==> config.mk <==
export PLATFORM = sky130hd
export DESIGN_NAME = frame_pool_buffer_manager
export DESIGN_NICKNAME = d
export VERILOG_FILES = /design/src/hw/rtl/fpbm_pkg.sv /design/src/hw/rtl/frame_pool_buffer_manager.sv /design/src/hw/rtl/fpbm_ctrl.sv /design/src/hw/rtl/fpbm_dp.sv
export SDC_FILE = /design/constraint.sdc
export NUM_CORES = 1
export LEC_CHECK = 0
export BUFFER_PORTS_ARGS = -buffer_cell sky130_fd_sc_hd__buf_4
export CELL_PAD_IN_SITES_DETAIL_PLACEMENT = 0
export CELL_PAD_IN_SITES_GLOBAL_PLACEMENT = 2
export CORE_AREA = 5 5 161 163
export CTS_CLUSTER_DIAMETER = 120
export DETAILED_ROUTE_END_ITERATION = 10
export DIE_AREA = 0 0 166 168
export PLACE_DENSITY_LB_ADDON = 0.1
export SLEW_MARGIN = 20
export SYNTH_ARGS = -nofsm -noshare
export SYNTH_HDL_FRONTEND = slang
export SYNTH_SLANG_ARGS = --single-unit
==> constraint.sdc <==
create_clock -name clk_i -period 14.3 [get_ports clk_i]
set_clock_uncertainty 0.1 [all_clocks]
set_input_delay 1.43 -clock clk_i [delete_from_list [all_inputs] [get_ports clk_i]]
set_output_delay 1.43 -clock clk_i [all_outputs]
set_load 0.01 [all_outputs]
==> src/hw/rtl/fpbm_pkg.sv <==
// Package: shared types, constants and request/status codes of the frame pool buffer manager.
package fpbm_pkg;

  localparam int MaxFrames = 16;
  localparam int PosW      = $clog2(MaxFrames);
  localparam int NumW      = $clog2(MaxFrames + 1);
  localparam int CntW      = 8;
  localparam int PendW     = 8;

  localparam logic [NumW-1:0]  FrameCountRst = NumW'(MaxFrames);
  localparam logic [CntW-1:0]  CntMax        = '1;
  localparam logic [PendW-1:0] PendMax       = '1;

  localparam logic [3:0] ReqRingAcq  = 4'd0;
  localparam logic [3:0] ReqCommit   = 4'd1;
  localparam logic [3:0] ReqRingDeq  = 4'd2;
  localparam logic [3:0] ReqRelease  = 4'd3;
  localparam logic [3:0] ReqPoolAcq  = 4'd4;
  localparam logic [3:0] ReqEnqueue  = 4'd5;
  localparam logic [3:0] ReqPoolDeq  = 4'd6;
  localparam logic [3:0] ReqRef      = 4'd7;
  localparam logic [3:0] ReqUnref    = 4'd8;

  localparam logic [1:0] StOk     = 2'd0;
  localparam logic [1:0] StNoSlot = 2'd1;
  localparam logic [1:0] StEmpty  = 2'd2;
  localparam logic [1:0] StOvf    = 2'd3;

  typedef struct packed {
    logic [3:0] req_type;
    logic [3:0] frame_sel;
  } req_t;

  typedef struct packed {
    logic [1:0] status;
    logic [3:0] frame_out;
  } rsp_t;

  typedef struct packed {
    logic load;
    logic exec;
  } ctrl_t;

endpackage

==> src/hw/rtl/frame_pool_buffer_manager.sv <==
// Top level: frame pool buffer manager, controller plus datapath.
//
// Usage: one request beat on the input channel (req_type, frame_sel) gives
// exactly one result beat (status, frame_out) on the output channel, in order.
// Both channels use valid/stall; a beat moves when valid is high and stall low.
// The request is registered when accepted; the execute step writes the result
// into the output register and raises out_valid. Accept and execute steps
// alternate; the input stalls while a request executes. The execute step reads
// one count, runs the free and busy slot priority encoders over the configured
// slots and writes at most one count back. The result sits in an output
// register, so the next request is accepted while a finished result still
// waits; a stalled receiver holds the execute step until the register frees,
// and the input then stalls. The user must see that frame_count is written
// through cfg_we_i/cfg_wdata_i only while the block is idle; the block does not
// enforce this. Reset clears all counts, ring positions, occupancy and pending
// count, sets frame_count to 16, and leaves both channels empty.
module frame_pool_buffer_manager (
  input  logic                      clk_i,
  input  logic                      rst_ni,
  input  logic                      in_valid_i,
  output logic                      in_stall_o,
  input  fpbm_pkg::req_t            in_data_i,
  output logic                      out_valid_o,
  input  logic                      out_stall_i,
  output fpbm_pkg::rsp_t            out_data_o,
  input  logic                      cfg_we_i,
  input  logic [fpbm_pkg::NumW-1:0] cfg_wdata_i
);
  import fpbm_pkg::*;

  ctrl_t ctrl;

  fpbm_ctrl u_ctrl (
    .clk_i       (clk_i),
    .rst_ni      (rst_ni),
    .in_valid_i  (in_valid_i),
    .in_stall_o  (in_stall_o),
    .out_valid_o (out_valid_o),
    .out_stall_i (out_stall_i),
    .ctrl_o      (ctrl)
  );

  fpbm_dp u_dp (
    .clk_i       (clk_i),
    .rst_ni      (rst_ni),
    .ctrl_i      (ctrl),
    .req_i       (in_data_i),
    .cfg_we_i    (cfg_we_i),
    .cfg_wdata_i (cfg_wdata_i),
    .rsp_o       (out_data_o)
  );

endmodule

==> src/hw/rtl/fpbm_ctrl.sv <==
// Controller: request handshake, execute sequencing and output beat valid.
module fpbm_ctrl (
  input  logic           clk_i,
  input  logic           rst_ni,
  input  logic           in_valid_i,
  output logic           in_stall_o,
  output logic           out_valid_o,
  input  logic           out_stall_i,
  output fpbm_pkg::ctrl_t ctrl_o
);
  import fpbm_pkg::*;

  typedef enum logic {SIdle, SExec} state_e;

  state_e state_q;
  logic   out_valid_q;
  logic   out_free;

  assign out_free     = !out_valid_q || !out_stall_i;
  assign in_stall_o   = (state_q != SIdle);
  assign out_valid_o  = out_valid_q;
  assign ctrl_o.load  = (state_q == SIdle) && in_valid_i;
  assign ctrl_o.exec  = (state_q == SExec) && out_free;

  always_ff @(posedge clk_i or negedge rst_ni) begin
    if (!rst_ni) begin
      state_q     <= SIdle;
      out_valid_q <= 1'b0;
    end else begin
      case (state_q)
        SIdle: begin
          if (in_valid_i) state_q <= SExec;
        end
        SExec: begin
          if (out_free) state_q <= SIdle;
        end
        default: state_q <= SIdle;
      endcase
      if (ctrl_o.exec) begin
        out_valid_q <= 1'b1;
      end else if (!out_stall_i) begin
        out_valid_q <= 1'b0;
      end
    end
  end

endmodule

==> src/hw/rtl/fpbm_dp.sv <==
// Datapath: slot reference counts, ring positions, pending count and result register.
module fpbm_dp (
  input  logic                        clk_i,
  input  logic                        rst_ni,
  input  fpbm_pkg::ctrl_t             ctrl_i,
  input  fpbm_pkg::req_t              req_i,
  input  logic                        cfg_we_i,
  input  logic [fpbm_pkg::NumW-1:0]   cfg_wdata_i,
  output fpbm_pkg::rsp_t              rsp_o
);
  import fpbm_pkg::*;

  logic [CntW-1:0]  cnt_q [MaxFrames];
  logic [PosW-1:0]  wp_q, wp_d;
  logic [PosW-1:0]  rp_q, rp_d;
  logic [NumW-1:0]  occ_q, occ_d;
  logic [PendW-1:0] pend_q, pend_d;
  logic [NumW-1:0]  frame_count_q;
  req_t             req_q;
  rsp_t             rsp_q, rsp_d;

  logic [NumW-1:0]  n;
  logic [PosW-1:0]  rd_addr;
  logic [CntW-1:0]  rd_cnt;
  logic [MaxFrames-1:0] free_vec, busy_vec;
  logic             free_hit, busy_hit;
  logic [PosW-1:0]  free_idx, busy_idx;
  logic             sel_ok;
  logic             wr_en;
  logic [PosW-1:0]  wr_addr;
  logic [CntW-1:0]  wr_cnt;

  function automatic logic [PosW-1:0] advance(logic [PosW-1:0] pos, logic [NumW-1:0] cnt);
    logic [PosW:0] nxt;
    nxt = {1'b0, pos} + 1'b1;
    return (NumW'(nxt) >= cnt) ? '0 : nxt[PosW-1:0];
  endfunction

  always_comb begin
    if (frame_count_q == '0) begin
      n = NumW'(1);
    end else if (frame_count_q > NumW'(MaxFrames)) begin
      n = NumW'(MaxFrames);
    end else begin
      n = frame_count_q;
    end
  end

  assign sel_ok = {{(NumW-PosW){1'b0}}, req_q.frame_sel} < n;

  always_comb begin
    case (req_q.req_type)
      ReqRingAcq: rd_addr = wp_q;
      ReqRingDeq: rd_addr = rp_q;
      default:    rd_addr = req_q.frame_sel;
    endcase
  end

  assign rd_cnt = cnt_q[rd_addr];

  for (genvar g = 0; g < MaxFrames; g++) begin : g_scan
    assign free_vec[g] = (cnt_q[g] == '0) && (NumW'(g) < n);
    assign busy_vec[g] = (cnt_q[g] >= CntW'(2)) && (NumW'(g) < n);
  end

  always_comb begin
    free_hit = 1'b0;
    busy_hit = 1'b0;
    free_idx = '0;
    busy_idx = '0;
    for (int i = MaxFrames - 1; i >= 0; i--) begin
      if (free_vec[i]) begin
        free_hit = 1'b1;
        free_idx = PosW'(i);
      end
      if (busy_vec[i]) begin
        busy_hit = 1'b1;
        busy_idx = PosW'(i);
      end
    end
  end

  always_comb begin
    wp_d    = wp_q;
    rp_d    = rp_q;
    occ_d   = occ_q;
    pend_d  = pend_q;
    wr_en   = 1'b0;
    wr_addr = req_q.frame_sel;
    wr_cnt  = rd_cnt;
    rsp_d.status    = StOk;
    rsp_d.frame_out = '0;
    case (req_q.req_type)
      ReqRingAcq: begin
        if (occ_q >= n || rd_cnt != '0) begin
          rsp_d.status = StNoSlot;
        end else begin
          wr_en   = 1'b1;
          wr_addr = wp_q;
          wr_cnt  = CntW'(1);
          rsp_d.frame_out = wp_q;
        end
      end
      ReqCommit: begin
        if (occ_q >= n) begin
          rsp_d.status = StOvf;
        end else begin
          wp_d  = advance(wp_q, n);
          occ_d = occ_q + 1'b1;
        end
      end
      ReqRingDeq: begin
        if (occ_q == '0 || rd_cnt == '0) begin
          rsp_d.status = StEmpty;
        end else begin
          rsp_d.frame_out = rp_q;
          rp_d  = advance(rp_q, n);
          occ_d = occ_q - 1'b1;
        end
      end
      ReqRelease: begin
        if (!sel_ok) begin
          rsp_d.status = StNoSlot;
        end else begin
          wr_en  = 1'b1;
          wr_cnt = '0;
        end
      end
      ReqPoolAcq: begin
        if (!free_hit) begin
          rsp_d.status = StNoSlot;
        end else begin
          wr_en   = 1'b1;
          wr_addr = free_idx;
          wr_cnt  = CntW'(1);
          rsp_d.frame_out = free_idx;
        end
      end
      ReqEnqueue: begin
        if (!sel_ok) begin
          rsp_d.status = StNoSlot;
        end else if (rd_cnt == CntMax || pend_q == PendMax) begin
          rsp_d.status = StOvf;
        end else begin
          wr_en  = 1'b1;
          wr_cnt = rd_cnt + 1'b1;
          pend_d = pend_q + 1'b1;
        end
      end
      ReqPoolDeq: begin
        if (pend_q == '0) begin
          rsp_d.status = StEmpty;
        end else begin
          pend_d = pend_q - 1'b1;
          if (busy_hit) begin
            rsp_d.frame_out = busy_idx;
          end else begin
            rsp_d.status = StEmpty;
          end
        end
      end
      ReqRef: begin
        if (!sel_ok) begin
          rsp_d.status = StNoSlot;
        end else if (rd_cnt == CntMax) begin
          rsp_d.status = StOvf;
        end else begin
          wr_en  = 1'b1;
          wr_cnt = rd_cnt + 1'b1;
        end
      end
      ReqUnref: begin
        if (!sel_ok) begin
          rsp_d.status = StNoSlot;
        end else if (rd_cnt == '0) begin
          rsp_d.status = StOvf;
        end else begin
          wr_en  = 1'b1;
          wr_cnt = rd_cnt - 1'b1;
        end
      end
      default: ;
    endcase
  end

  always_ff @(posedge clk_i or negedge rst_ni) begin
    if (!rst_ni) begin
      for (int i = 0; i < MaxFrames; i++) cnt_q[i] <= '0;
      wp_q          <= '0;
      rp_q          <= '0;
      occ_q         <= '0;
      pend_q        <= '0;
      frame_count_q <= FrameCountRst;
    end else begin
      if (cfg_we_i) frame_count_q <= cfg_wdata_i;
      if (ctrl_i.exec) begin
        wp_q   <= wp_d;
        rp_q   <= rp_d;
        occ_q  <= occ_d;
        pend_q <= pend_d;
        if (wr_en) cnt_q[wr_addr] <= wr_cnt;
      end
    end
  end

  always_ff @(posedge clk_i) begin
    if (ctrl_i.load) req_q <= req_i;
    if (ctrl_i.exec) rsp_q <= rsp_d;
  end

  assign rsp_o = rsp_q;

`ifndef SYNTHESIS
  a_occ_bound: assert property (@(posedge clk_i) disable iff (!rst_ni)
    occ_q <= NumW'(MaxFrames))
    else $error("occupancy above pool size");

  a_slot_zero: assert property (@(posedge clk_i) disable iff (!rst_ni)
    ctrl_i.exec |=> (rsp_q.status == StOk || rsp_q.frame_out == '0))
    else $error("slot index given with failing status");

  a_commit_occ: assert property (@(posedge clk_i) disable iff (!rst_ni)
    ctrl_i.exec && req_q.req_type == ReqCommit && rsp_d.status == StOk
    |=> occ_q == $past(occ_q) + 1'b1)
    else $error("commit did not raise occupancy");

  a_idle_hold: assert property (@(posedge clk_i) disable iff (!rst_ni)
    !ctrl_i.exec |=> occ_q == $past(occ_q) && pend_q == $past(pend_q))
    else $error("ring state changed without a request");
`endif

endmodule
Word level (Yosys, flattened, before mapping)
Index checks and enable logic that the tools add are counted.
{"block": "word_totals", "register_bits": 170, "input_bits": 18}
{"block": "op_classes", "addsub": 8, "order_cmp": 40, "n_eq_ne": 16, "muxes": 130, "bitwise_logic": 5, "reduce_logical": 70}
{"cell": "two-way mux 4 bit", "count": 41}
{"cell": "logical NOT 8 bit", "count": 18}
{"cell": "bitwise mux 128 bit", "count": 1}
{"cell": ">= comparator 8 x 2 -> 1 bit, second input constant", "count": 16}
{"cell": "two-way mux 8 bit", "count": 15}
{"cell": "two-way mux 1 bit", "count": 48}
{"cell": "one-hot mux 8 bit (6 select lines)", "count": 1}
{"cell": "less-than comparator 4 x 5 -> 1 bit, first input constant", "count": 8}
{"cell": "logical AND 1 bit", "count": 35}
{"cell": "binary-select mux 8 bit (select 4 bit)", "count": 1}
{"cell": "demux 8 bit (select 4 bit)", "count": 1}
{"cell": "less-than comparator 3 x 5 -> 1 bit, first input constant", "count": 4}
{"cell": "two-way mux 2 bit", "count": 10}
{"cell": "two-way mux 5 bit", "count": 4}
{"cell": "one-hot mux 2 bit (9 select lines)", "count": 1}
{"cell": "adder 8 x 1 -> 8 bit, second input constant", "count": 2}
{"cell": "equality test 4 x 3 -> 1 bit, second input constant", "count": 4}
{"cell": "equality test 8 bit, second input constant", "count": 2}
{"cell": "one-hot mux 4 bit (2 select lines)", "count": 2}
{"cell": "one-hot mux 4 bit (4 select lines)", "count": 1}
{"cell": "one-hot mux 8 bit (2 select lines)", "count": 1}
{"cell": "subtractor 8 x 1 -> 8 bit, second input constant", "count": 2}
{"cell": ">= comparator 5 bit", "count": 3}
{"cell": "adder 4 x 1 -> 5 bit, second input constant", "count": 2}
{"cell": "other kinds (28)", "count": 46}

Longest topological paths before layout
Gate-level depths: netlist (run 1).
{"block": "logic_depth", "ltp_word": 29, "depth_mapped": 20, "ltp_nobuf": 15}

By module
A second synthesis (run 1) with hierarchy kept.
{"block": "hier_totals", "hier_cells": 1117, "area_unflattened_um2": 11414.7}
{"module": "fpbm_dp", "instances": 1, "cells_each": 1111, "area_per_inst_um2": 11330.9}
{"module": "fpbm_ctrl", "instances": 1, "cells_each": 6, "area_per_inst_um2": 83.8}

Worst setup path after synthesis (run 1)
OpenSTA, ideal clock, no wires.
{"block": "synth_timing", "path_type": "flip-flop to flip-flop", "startpoint": "register u_dp.req_q[7] (netlist bit)", "endpoint": "register u_dp.cnt_q[100] (netlist bit)", "setup_time_ns": 0.125, "t_arrival_ns": 4.717, "t_required_ns": 14.075, "path_slack_ns": 9.358, "path_stages_with_launch": 18, "period_less_slack_ns": 4.942, "path_cell_list": "edfxtp_1 -> o31a_1 -> buf_2 -> a21oi_4 -> buf_2 -> buf_6 -> mux4_2 -> and2_1 -> nor4_2 -> ha_1 -> inv_1 -> a2111oi_0 -> and4_1 -> a41oi_1 -> o21ai_2 -> nand2_1 -> nor4b_4 -> mux2_2"}
{"block": "synth_between", "elab_chain_cells": 16, "word_cells_on_any_way": 47, "cone_classes": "2 x add/sub; 2 x order compare; 7 x eq/ne; 27 x mux; 2 x bitwise; 7 x reduce/logical"}
{"item": "start: declaration", "line_no": "fpbm_dp.sv:19", "source": "req_t req_q;"}
{"item": "start signal: assignment", "line_no": "fpbm_dp.sv:207", "source": "if (ctrl_i.load) req_q <= req_i;"}
{"item": "equality test 4 x 2 -> 1 bit or logical NOT 4 bit (tied branches)", "line_no": "fpbm_dp.sv:52, fpbm_dp.sv:93"}
{"item": "one-hot mux 4 bit (2 select lines)", "line_no": "fpbm_dp.sv:52", "source": "case (req_q.req_type)"}
{"item": "NOT 4 -> 5 bit (implied by the code)", "line_no": "fpbm_dp.sv:59", "source": "assign rd_cnt = cnt_q[rd_addr];"}
{"item": "binary-select mux 8 bit (select 4 bit)", "line_no": "fpbm_dp.sv:59"}
{"item": "two-way mux 8 bit (implied by the code) (2 in series)", "line_no": "fpbm_dp.sv:59"}
{"item": "nonzero test 8 bit", "line_no": "fpbm_dp.sv:95", "source": "if (occ_q >= n || rd_cnt != '0) begin"}
{"item": "logical OR 1 bit", "line_no": "fpbm_dp.sv:95"}
{"item": "two-way mux 4 bit", "line_no": "fpbm_dp.sv:95"}
{"item": "one-hot mux 4 bit (2 select lines)", "line_no": "fpbm_dp.sv:93", "source": "case (req_q.req_type)"}
{"item": "NOT 4 -> 5 bit (implied by the code)", "line_no": "fpbm_dp.sv:201", "source": "if (wr_en) cnt_q[wr_addr] <= wr_cnt;"}
{"item": ">= comparator 5 bit (implied by the code) or less-than comparator 5 x 1 -> 1 bit (tied branches)", "line_no": "fpbm_dp.sv:201"}
{"item": "logical AND 1 bit (implied by the code)", "line_no": "fpbm_dp.sv:201"}
{"item": "two-way mux 8 bit (implied by the code)", "line_no": "fpbm_dp.sv:201"}
{"item": "demux 8 bit (select 4 bit)", "line_no": "fpbm_dp.sv:201"}
{"item": "bitwise mux 128 bit", "line_no": "fpbm_dp.sv:201"}
{"item": "end signal: indexed assignment", "line_no": "fpbm_dp.sv:201"}
{"item": "end: declaration", "line_no": "fpbm_dp.sv:13", "source": "logic [CntW-1:0] cnt_q [MaxFrames];"}
Several ways; a longest one is shown, not always the timed one. The select of a mux whose other input is x is not followed.
A chain may end at the register's enable or synchronous reset.

Final worst setup path (run 1)
{"block": "layout_timing", "startpoint": "register u_dp.req_q[5] (netlist bit)", "endpoint": "register u_dp.cnt_q[52] (netlist bit)"}
The elaborated chain is that of the path after synthesis.

==> impl_metrics.tcl, run 1 <==
set metrics [dict create \
    seq_area_um2 4330 \
    synthCells 1064 \
    cts_buffers 17 \
    layout-drive-gt1-share_pct 22.8 \
    die_h_um 168 \
    wire_per_inst_um 24.7 \
    holdWs_ns 0.394 \
    die-area_um2 27900 \
    vias_per_cell 6.42 \
    grtUsageTotal_pct 24.8 \
    wl_um 34800 \
    critPathArrivalTime_ns 6.95 \
    synthAdderAreaFrac_pct 3.88 \
    switchingPower_uw 875 \
    p_per_area_nw_per_um2 165 \
    reg2reg_to "u_dp.cnt_q[52]" \
    gp_congestion 0.938 \
    grt_pass1_wl_um 54100 \
    synth_xor_area_share_pct 1.44 \
    irDropWorstVdd_mv 0.0780 \
    h-tree-depth 4 \
    crit_end "u_dp.cnt_q[52]" \
    rsz0062_at_grt "no" \
    core_area_um2 24200 \
    tightest_slew_ns 1.21 \
    slew_viol_final 0 \
    clockBufferDepth 2 \
    outcome "completed" \
    fin_crit_ns 6.72 \
    path_max_fanout 44 \
    synth_edf_count 14 \
    timing.fmax_mhz 149 \
    ys_types 95 \
    clk_latency_ns 0.44 \
    critPathKind "reg -> reg" \
    max_cap_viol_count 0 \
    final_common_cell "dfrtp_1" \
    netSwitchingFraction_pct 43.9 \
    timing.setup.tns_ns 0 \
    cts_tree "yes" \
    fin_ws_ns 7.58 \
    rr_startpoint "u_dp.req_q[5]" \
    io_pins 26 \
    synth-compound-area-share_pct 18.2 \
    synth_ff_type "dfrtp_1" \
    r2r_setup_slack_ns 7.58 \
    pwr-share-comb_pct 43.2 \
    port_buffers 25 \
    seqPwrFrac_pct 32.7 \
    ctsResizeCount 0 \
    clock-sinks 170 \
    areaGrowthSynthToFinish_pct 9.91 \
    worstRegToRegCells 15 \
    layout_common_cells "dfrtp_1, mux2_2, nand2_1" \
    start_kind "flip-flop" \
    ys_ff_latch 170 \
    grt_max_degree 80 \
    initial_core_util_pct 45.4 \
    min_path_cells 1 \
    clk_pin_slew_ns 0.08 \
    ant_nets 0 \
    synthSimpleGateAreaFrac_pct 16.9 \
    synth_top_family_by_area "compound AO/OA/AOI/OAI gates" \
    dr.pass1.iters 5 \
    clkPwrFrac_pct 24.2 \
    overflow 0 \
    grt_pass1_vias 8803 \
    critPathRequiredTime_ns 14.52 \
    synth_seq_area_share_pct 39.4 \
    p_int_mw 1.12 \
    drc 0 \
    leakagePower_nw 5.51 \
    fin_crit_sh_pct 47.0 \
    via_count 9035 \
    postCtsHoldBufs 0 \
    synthArstFlopShare_pct 91.8 \
    worst_setup_path_end_kind "flip-flop" \
    drtIter0Drc 928 \
    avgSynthCellArea_um2 10.3 \
    hold_path_class "reg -> reg" \
    fin_nets 1121 \
    antenna_cells 0 \
    row_count 57 \
    cts_setup_buffers 0 \
    cts_root_buffer "clkbuf_16" \
    worst_slew_margin_rel_pct 18.7 \
    antenna_found_initial 0 \
    finalSetupViolCount 0 \
    report.final.hold_viol_count 0 \
    dp_slack_ns 7.71 \
    synth_warnings 0 \
    syn_area_um2 11000 \
    cp-startpoint "u_dp.req_q[5]" \
    multi_input_area_um2 6260 \
    die_x_um 166 \
    post-dp-hpwl_um 25700 \
    fillers 2223 \
    syn_nets 1114 \
    synthMuxAreaShare_pct 16.5 \
]
-- worst max-delay path, cell delays in order, from the launching register on --
cell and delay, ns:
edfxtp_1 0.88, mux2_2 0.53, a21oi_4 0.18, buf_4 0.44, mux4_2 0.57, and2_1 0.18
nor4_2 0.71, ha_1 0.40, inv_1 0.06, a2111oi_0 0.49, and4_1 0.32, a41oi_1 0.25
o21ai_2 0.19, nor2b_1 0.39, nand3_1 0.47, mux2_2 0.43
-- how the worst min path moves through the flow --
stage | start | endpoint | slack [ns]
6_report | u_dp.pend_q[7] | u_dp.pend_q[7] | 0.39
5_1_grt | u_dp.occ_q[4] | u_dp.occ_q[4] | 0.43
4_1_cts | u_dp.pend_q[7] | u_dp.pend_q[7] | 0.40
3_5_place_dp | u_dp.pend_q[7] | u_dp.pend_q[7] | 0.38
3_3_place_gp | u_dp.pend_q[7] | u_dp.pend_q[7] | 0.38
2_1_floorplan | u_dp.pend_q[7] | u_dp.pend_q[7] | 0.36
-- synthesized netlist by cell type, types with 17 or more instances --
library cell  instances  area [µm²]
clkbuf_1             25        93.8
mux2i_1              24         240
dfrtp_1             155        3880
inv_1                31         116
a211oi_1             49         368
buf_2                23         115
nor4_1               17         106
nand2_1              70         263
a21o_1               18         135
nor3_1               36         180
nor2_1               44         165
o21ai_0              31         155
mux2_2              128        1440
or4_1                27         203
a21oi_1              46         230
ha_1                 30         375
-- kinds of logic after synthesis --
kind of cell	after synthesis
mux	161
fa+ha+maj	33
compound gates	273
buf+inv	88
simple gates	321
xor+xnor	18
flops	170
-- flip-flops by register name, summed over array words and instances (netlist names) --
signal	count
u_dp.frame_count_q	5
u_dp.rsp_o	6
u_dp.occ_q	5
u_dp.pend_q	8
u_dp.cnt_q	128
u_ctrl.in_stall_o	1
u_dp.wp_q	4
u_ctrl.out_valid_o	1
u_dp.req_q	8
u_dp.rp_q	4
-- routing by layer --
layer,wire (µm),global-route usage (%),part of all wire [%]
met1,16400,36.1,47
met4,677,6.56,1.9
met3,1950,4.03,5.6
met2,15800,38.6,45
met5,0,0,0
-- power groups by stage --
stage                     Sequential, mW  Combinational [mW]  Clock [mW]
after floorplan                    0.618               0.590           0
after global placement             0.658               0.846           0
after detailed placement           0.658               0.848           0
after CTS                          0.649               0.851       0.488
after global routing               0.661               0.927       0.506
final                              0.651               0.860       0.482
-- layout make-up --
cell class | count | share of cell area, %
sequential | 170 | 35.9
timing repair buffer | 45 | 2.86
inverter | 31 | 0.965
clock inverter | 15 | 1.50
multi-input combinational | 806 | 51.9
tap | 324 | 3.36
clock buffer | 17 | 3.53
-- stage by stage --
stage                     instances  instance area [µm²]  utilization, %  total power, mW
after global routing           1408                12100            49.9             2.09
after global placement         1376                11400            47.3             1.50
after CTS                      1408                12100            49.9             1.99
final                          1408                12100            49.9             1.99
after floorplan                1064                11000               -             1.21
after detailed placement       1376                11400            47.4             1.51
Note: power is estimated with default switching activity, not from simulation.
==> run 2: changes to the inputs <==
--- a/config.mk
+++ b/config.mk
@@ -8,10 +8,10 @@
 export BUFFER_PORTS_ARGS = -buffer_cell sky130_fd_sc_hd__buf_4
 export CELL_PAD_IN_SITES_DETAIL_PLACEMENT = 0
 export CELL_PAD_IN_SITES_GLOBAL_PLACEMENT = 2
-export CORE_AREA = 5 5 161 163
+export CORE_AREA = 5 5 168 170
 export CTS_CLUSTER_DIAMETER = 120
 export DETAILED_ROUTE_END_ITERATION = 10
-export DIE_AREA = 0 0 166 168
+export DIE_AREA = 0 0 173 175
 export PLACE_DENSITY_LB_ADDON = 0.1
 export SLEW_MARGIN = 20
 export SYNTH_ARGS = -nofsm -noshare
==> constraint.sdc (replaced) <==
create_clock -name clk_i -period 6.3 [get_ports clk_i]
set_clock_uncertainty 0.1 [all_clocks]
set_input_delay 0.63 -clock clk_i [delete_from_list [all_inputs] [get_ports clk_i]]
set_output_delay 0.63 -clock clk_i [all_outputs]
set_load 0.01 [all_outputs]
==> impl_metrics.tcl, run 2 (synthesis results as in run 1) <==
set metrics [dict create \
    outcome "completed" \
    cts_tree "yes" \
    ant_nets 0 \
    place_area_um2 11700 \
    worst_slew_margin_rel_pct 16.6 \
    via_count 9125 \
    antenna_cells 0 \
    layout_common_cells "dfrtp_1, mux2_2, buf_4" \
    grt_pass1_wl_um 57300 \
    top_register "u_dp.cnt_q" \
    cts_root_buffer "clkbuf_16" \
    path_max_fanout 20 \
    dr.pass1.iters 5 \
    layoutNonFillerInstCount 1454 \
    critPathRequiredTime_ns 6.53 \
    io_pins 26 \
    slew_viol_final 0 \
    worst_setup_path_end_kind "flip-flop" \
    grtUsageTotal_pct 24.4 \
    critPathArrivalTime_ns 6.31 \
    grt_max_degree 69 \
    overflow 0 \
    drtIter0Drc 749 \
    fin_ws_ns 0.218 \
    vias_per_cell 6.28 \
    ctsResizeCount 0 \
    final_common_cell "dfrtp_1" \
    report.final.hold_viol_count 0 \
    core_area_um2 26600 \
    finalInstanceArea_um2 12300 \
    areaGrowthSynthToFinish_pct 12.2 \
    largest_reg_flops 128 \
    dp_slack_ns 0.362 \
    port_buffers 25 \
    finalSetupViolCount 0 \
    row_count 60 \
    cts_buffers 17 \
    hold_path_class "in -> async" \
    rsz0062_at_grt "no" \
    layout-drive-gt1-share_pct 24.6 \
    wire_per_inst_um 25.2 \
    clk_pin_slew_ns 0.08 \
    timing.setup.tns_ns 0 \
    fillers 2593 \
    h-tree-depth 4 \
    die_h_um 175 \
    post-dp-hpwl_um 28000 \
    tightest_slew_ns 1.24 \
    holdWs_ns 0.0523 \
    start_kind "flip-flop" \
    clock-sinks 170 \
    gp_congestion 0.924 \
    fin_crit_sh_pct 96.5 \
    fin_crit_ns 6.08 \
    critPathKind "reg -> reg" \
    reg.largest.list "u_dp.cnt_q (128), u_dp.pend_q (8), u_dp.req_q (8)" \
    fin_nets 1150 \
    die-area_um2 30300 \
    postCtsHoldBufs 0 \
    leakagePower_nw 5.66 \
    grt_pass1_vias 8919 \
    p_per_area_nw_per_um2 377 \
    timing.fmax_mhz 164 \
    irDropWorstVdd_mv 0.162 \
    drc 0 \
    wl_um 36700 \
    max_cap_viol_count 0 \
    antenna_found_initial 0 \
    clk_latency_ns 0.45 \
    cts_setup_buffers 0 \
    clockBufferDepth 2 \
    initial_core_util_pct 41.3 \
    die_x_um 173 \
    place_inst 1422 \
]
## run 2: changes by cell type in the layout (fill, tap and decap cells not counted), moves of 2 or more
cell,delta
buf_4,+29
inv_6,-2
inv_12,+3
clkinv_2,-2
inv_8,+3
## run 2: routing by layer
layer	GRT usage (%)	routed length, µm	share of wire (%)	vias to the layer above
li1	-	-	-	4185
met1	35.1	17100	47	4637
met2	39.5	17200	47	263
met3	2.86	1770	4.8	40
met4	5.99	656	1.8	0
met5	0	0	0	-
## run 2: area by class of cell
class                           count  area [µm²]  area share, %
Sequential cell                   170        4330           35.1
Tap cell                          341         427           3.47
Timing Repair Buffer               74         572           4.65
Inverter                           31         116          0.945
Clock buffer                       18         439           3.57
Multi-Input combinational cell    806        6250           50.8
Clock inverter                     14         183           1.48
## run 2: report_power, final
| group | leakage (nW) | total [mW] | internal (mW) | switching (mW) |
|---|---|---|---|---|
| Sequential | 2.27 | 1.45 | 1.27 | 0.181 |
| Combinational | 3.09 | 2.06 | 0.757 | 1.30 |
| Clock | 0.304 | 1.13 | 0.560 | 0.572 |
| Total | 5.66 | 4.64 | 2.58 | 2.05 |
## run 2: worst paths after layout
kind / startpoint / end / slack [ns] / depth (start not counted)
hold / removal: rst_ni / u_dp.pend_q[4] / 0.05 / 1
setup / recovery: u_dp.req_q[6] / u_dp.cnt_q[117] / 0.22 / 14
min in group clk_i: in_data_i[0] / u_dp.req_q[0] / 0.26 / 1
max in group asynchronous: rst_ni / u_dp.cnt_q[57] / 4.90 / 2
setup reg to reg: u_dp.req_q[6] / u_dp.cnt_q[117] / 0.22 / 14
hold reg to reg: u_dp.pend_q[7] / u_dp.pend_q[7] / 0.39 / 1
## run 2: worst max-delay path: stages, from the launching register on
cell       delay (ns)
edfxtp_1         0.60
or3_4            0.59
o21ai_4          0.49
mux4_2           0.38
and2_1           0.19
nor4_2           0.61
ha_1             0.40
inv_1            0.06
a2111oi_0        0.43
and4_1           0.33
a41oi_1          0.22
o21ai_2          0.19
nor2b_1          0.45
and4_1           0.54
mux2_2           0.38
## run 2: through the flow
stage | total power [mW] | util, %
finish | 4.64 | 46.3
floorplan | 2.74 | -
detailed placement | 3.50 | 44.0
CTS | 4.65 | 46.3
global route | 4.91 | 46.3
global placement | 3.51 | 44.0
==> run 3: changes to the inputs <==
--- a/config.mk
+++ b/config.mk
@@ -13,6 +13,7 @@
 export DETAILED_ROUTE_END_ITERATION = 10
 export DIE_AREA = 0 0 173 175
 export PLACE_DENSITY_LB_ADDON = 0.1
+export RECOVER_POWER = 50
 export SLEW_MARGIN = 20
 export SYNTH_ARGS = -nofsm -noshare
 export SYNTH_HDL_FRONTEND = slang
==> impl_metrics.tcl, run 3 (synthesis results as in run 1) <==
set metrics [dict create \
    outcome "finished, violations left" \
    failed_checks "capacitance limit, slew limit" \
    h-tree-depth 4 \
    rsz0062_at_grt "no" \
    dr.pass1.iters 5 \
    grt_pass1_vias 8919 \
    cts_tree "yes" \
    slew_viol_final 69 \
    top_layer_used "met4" \
    tightest_slew_ns 3.80 \
    fillers 2599 \
    report.final.hold_viol_count 0 \
    gp_congestion 0.924 \
    wl_met1_um 17300 \
    wl_met3_um 1550 \
    path_max_fanout 20 \
    cts_setup_buffers 0 \
    fin_crit_sh_pct 97.4 \
    row_count 60 \
    reg2reg_to "u_dp.cnt_q[117]" \
    leakagePower_nw 5.64 \
    critPathArrivalTime_ns 6.36 \
    p_per_area_nw_per_um2 377 \
    clk_pin_slew_ns 0.09 \
    final_common_cell "dfrtp_1" \
    critPathKind "reg -> reg" \
    clockBufferDepth 2 \
    critPathRequiredTime_ns 6.53 \
    start_kind "flip-flop" \
    finalSetupViolCount 0 \
    seq_area_um2 4330 \
    layout_common_cells "dfrtp_1, mux2_2, nand2_1" \
    max_cap_viol_count 1 \
    initial_core_util_pct 41.3 \
    antenna_cells 0 \
    fin_nets 1150 \
    power_mw 4.63 \
    hold_path_class "in -> reg" \
    die_x_um 173 \
    timing.setup.tns_ns 0 \
    clk_latency_ns 0.45 \
    cts_buffers 17 \
    rr_startpoint "u_dp.req_q[6]" \
    ant_nets 0 \
    overflow 0 \
    antenna_found_initial 0 \
    die-area_um2 30300 \
    crit_end "u_dp.cnt_q[117]" \
    post-dp-hpwl_um 28000 \
    areaGrowthSynthToFinish_pct 11.9 \
    cp-startpoint "u_dp.req_q[6]" \
    wl_um 36700 \
    dr_wl_met2_um 17200 \
    min_path_cells 2 \
    worstRegToRegCells 14 \
    io_pins 26 \
    ctsResizeCount 0 \
    grt_max_degree 69 \
    worst_setup_path_end_kind "flip-flop" \
    vias_per_cell 6.26 \
    grtUsageTotal_pct 24.4 \
    cts_root_buffer "clkbuf_16" \
    timing.fmax_mhz 163 \
    irDropWorstVdd_mv 0.163 \
    clock-sinks 170 \
    largest_reg_flops 128 \
    fin_crit_ns 6.13 \
    multi_input_area_um2 6250 \
    postCtsHoldBufs 0 \
    reg.largest.list "u_dp.cnt_q (128), u_dp.pend_q (8), u_dp.req_q (8)" \
    top_register "u_dp.cnt_q" \
    drc 0 \
    r2r_setup_slack_ns 0.17 \
    port_buffers 25 \
    worst_slew_margin_rel_pct -153 \
    die_h_um 175 \
    finish.utilization_pct 46.2 \
    via_count 9096 \
    grt_pass1_wl_um 57300 \
    core_area_um2 26600 \
    wire_per_inst_um 25.3 \
    drtIter0Drc 727 \
    layout-drive-gt1-share_pct 24.2 \
]
## run 3: cell count changes in the layout (fill, tap and decap cells not counted), sizes merged
cell and change:
clkbuf +12, buf -12
## run 3: metal layers
metal | up-vias | global-route usage, %
li1 | 4180 | -
met1 | 4626 | 35.1
met3 | 41 | 2.86
met2 | 249 | 39.5
met4 | 0 | 5.99
met5 | - | 0
## run 3: final cells by class
class / instances / area share [%]
Multi-Input combinational cell: 806 / 50.9
Clock buffer: 18 / 3.58
Timing Repair Buffer: 74 / 4.43
Inverter: 31 / 0.947
Sequential cell: 170 / 35.2
Clock inverter: 14 / 1.49
Tap cell: 341 / 3.47
## run 3: worst min-delay path by stage
stage | start | end | slack [ns]
after floorplan | rst_ni | u_ctrl.in_stall_o | 0.23
after global placement | u_dp.pend_q[7] | u_dp.pend_q[7] | 0.37
after detailed placement | u_dp.pend_q[7] | u_dp.pend_q[7] | 0.38
after CTS | rst_ni | u_dp.pend_q[4] | 0.09
after global routing | in_data_i[2] | u_dp.req_q[2] | 0.29
final | out_stall_i | u_ctrl.out_valid_o | 0.28
## run 3: worst max-delay path, cell delays in order, from the launching register on
cell	delay, ns
edfxtp_1	0.60
or3_4	0.59
o21ai_4	0.48
mux4_2	0.38
and2_1	0.18
nor4_2	0.62
ha_1	0.40
inv_1	0.07
a2111oi_0	0.45
and4_1	0.33
a41oi_1	0.22
o21ai_2	0.19
nor2b_1	0.46
and4_1	0.55
mux2_2	0.38
## run 3: power by group
part | total (mW) | switching, mW | internal, mW | leakage, nW
clock network | 1.13 | 0.571 | 0.560 | 0.304
registers | 1.45 | 0.181 | 1.27 | 2.27
logic | 2.05 | 1.30 | 0.752 | 3.06
## run 3: through the flow
| step | worst slack, ns | cell area [µm²] | hold WS (ns) | instances |
|---|---|---|---|---|
| after floorplan | 1.36 | 11000 | 0.234 | 1064 |
| after global placement | 0.578 | 11700 | 0.373 | 1422 |
| after detailed placement | 0.362 | 11700 | 0.377 | 1422 |
| after CTS | 0.323 | 12300 | 0.0872 | 1454 |
| after global routing | 0.0262 | 12300 | 0.286 | 1454 |
| final | 0.166 | 12300 | 0.284 | 1454 |
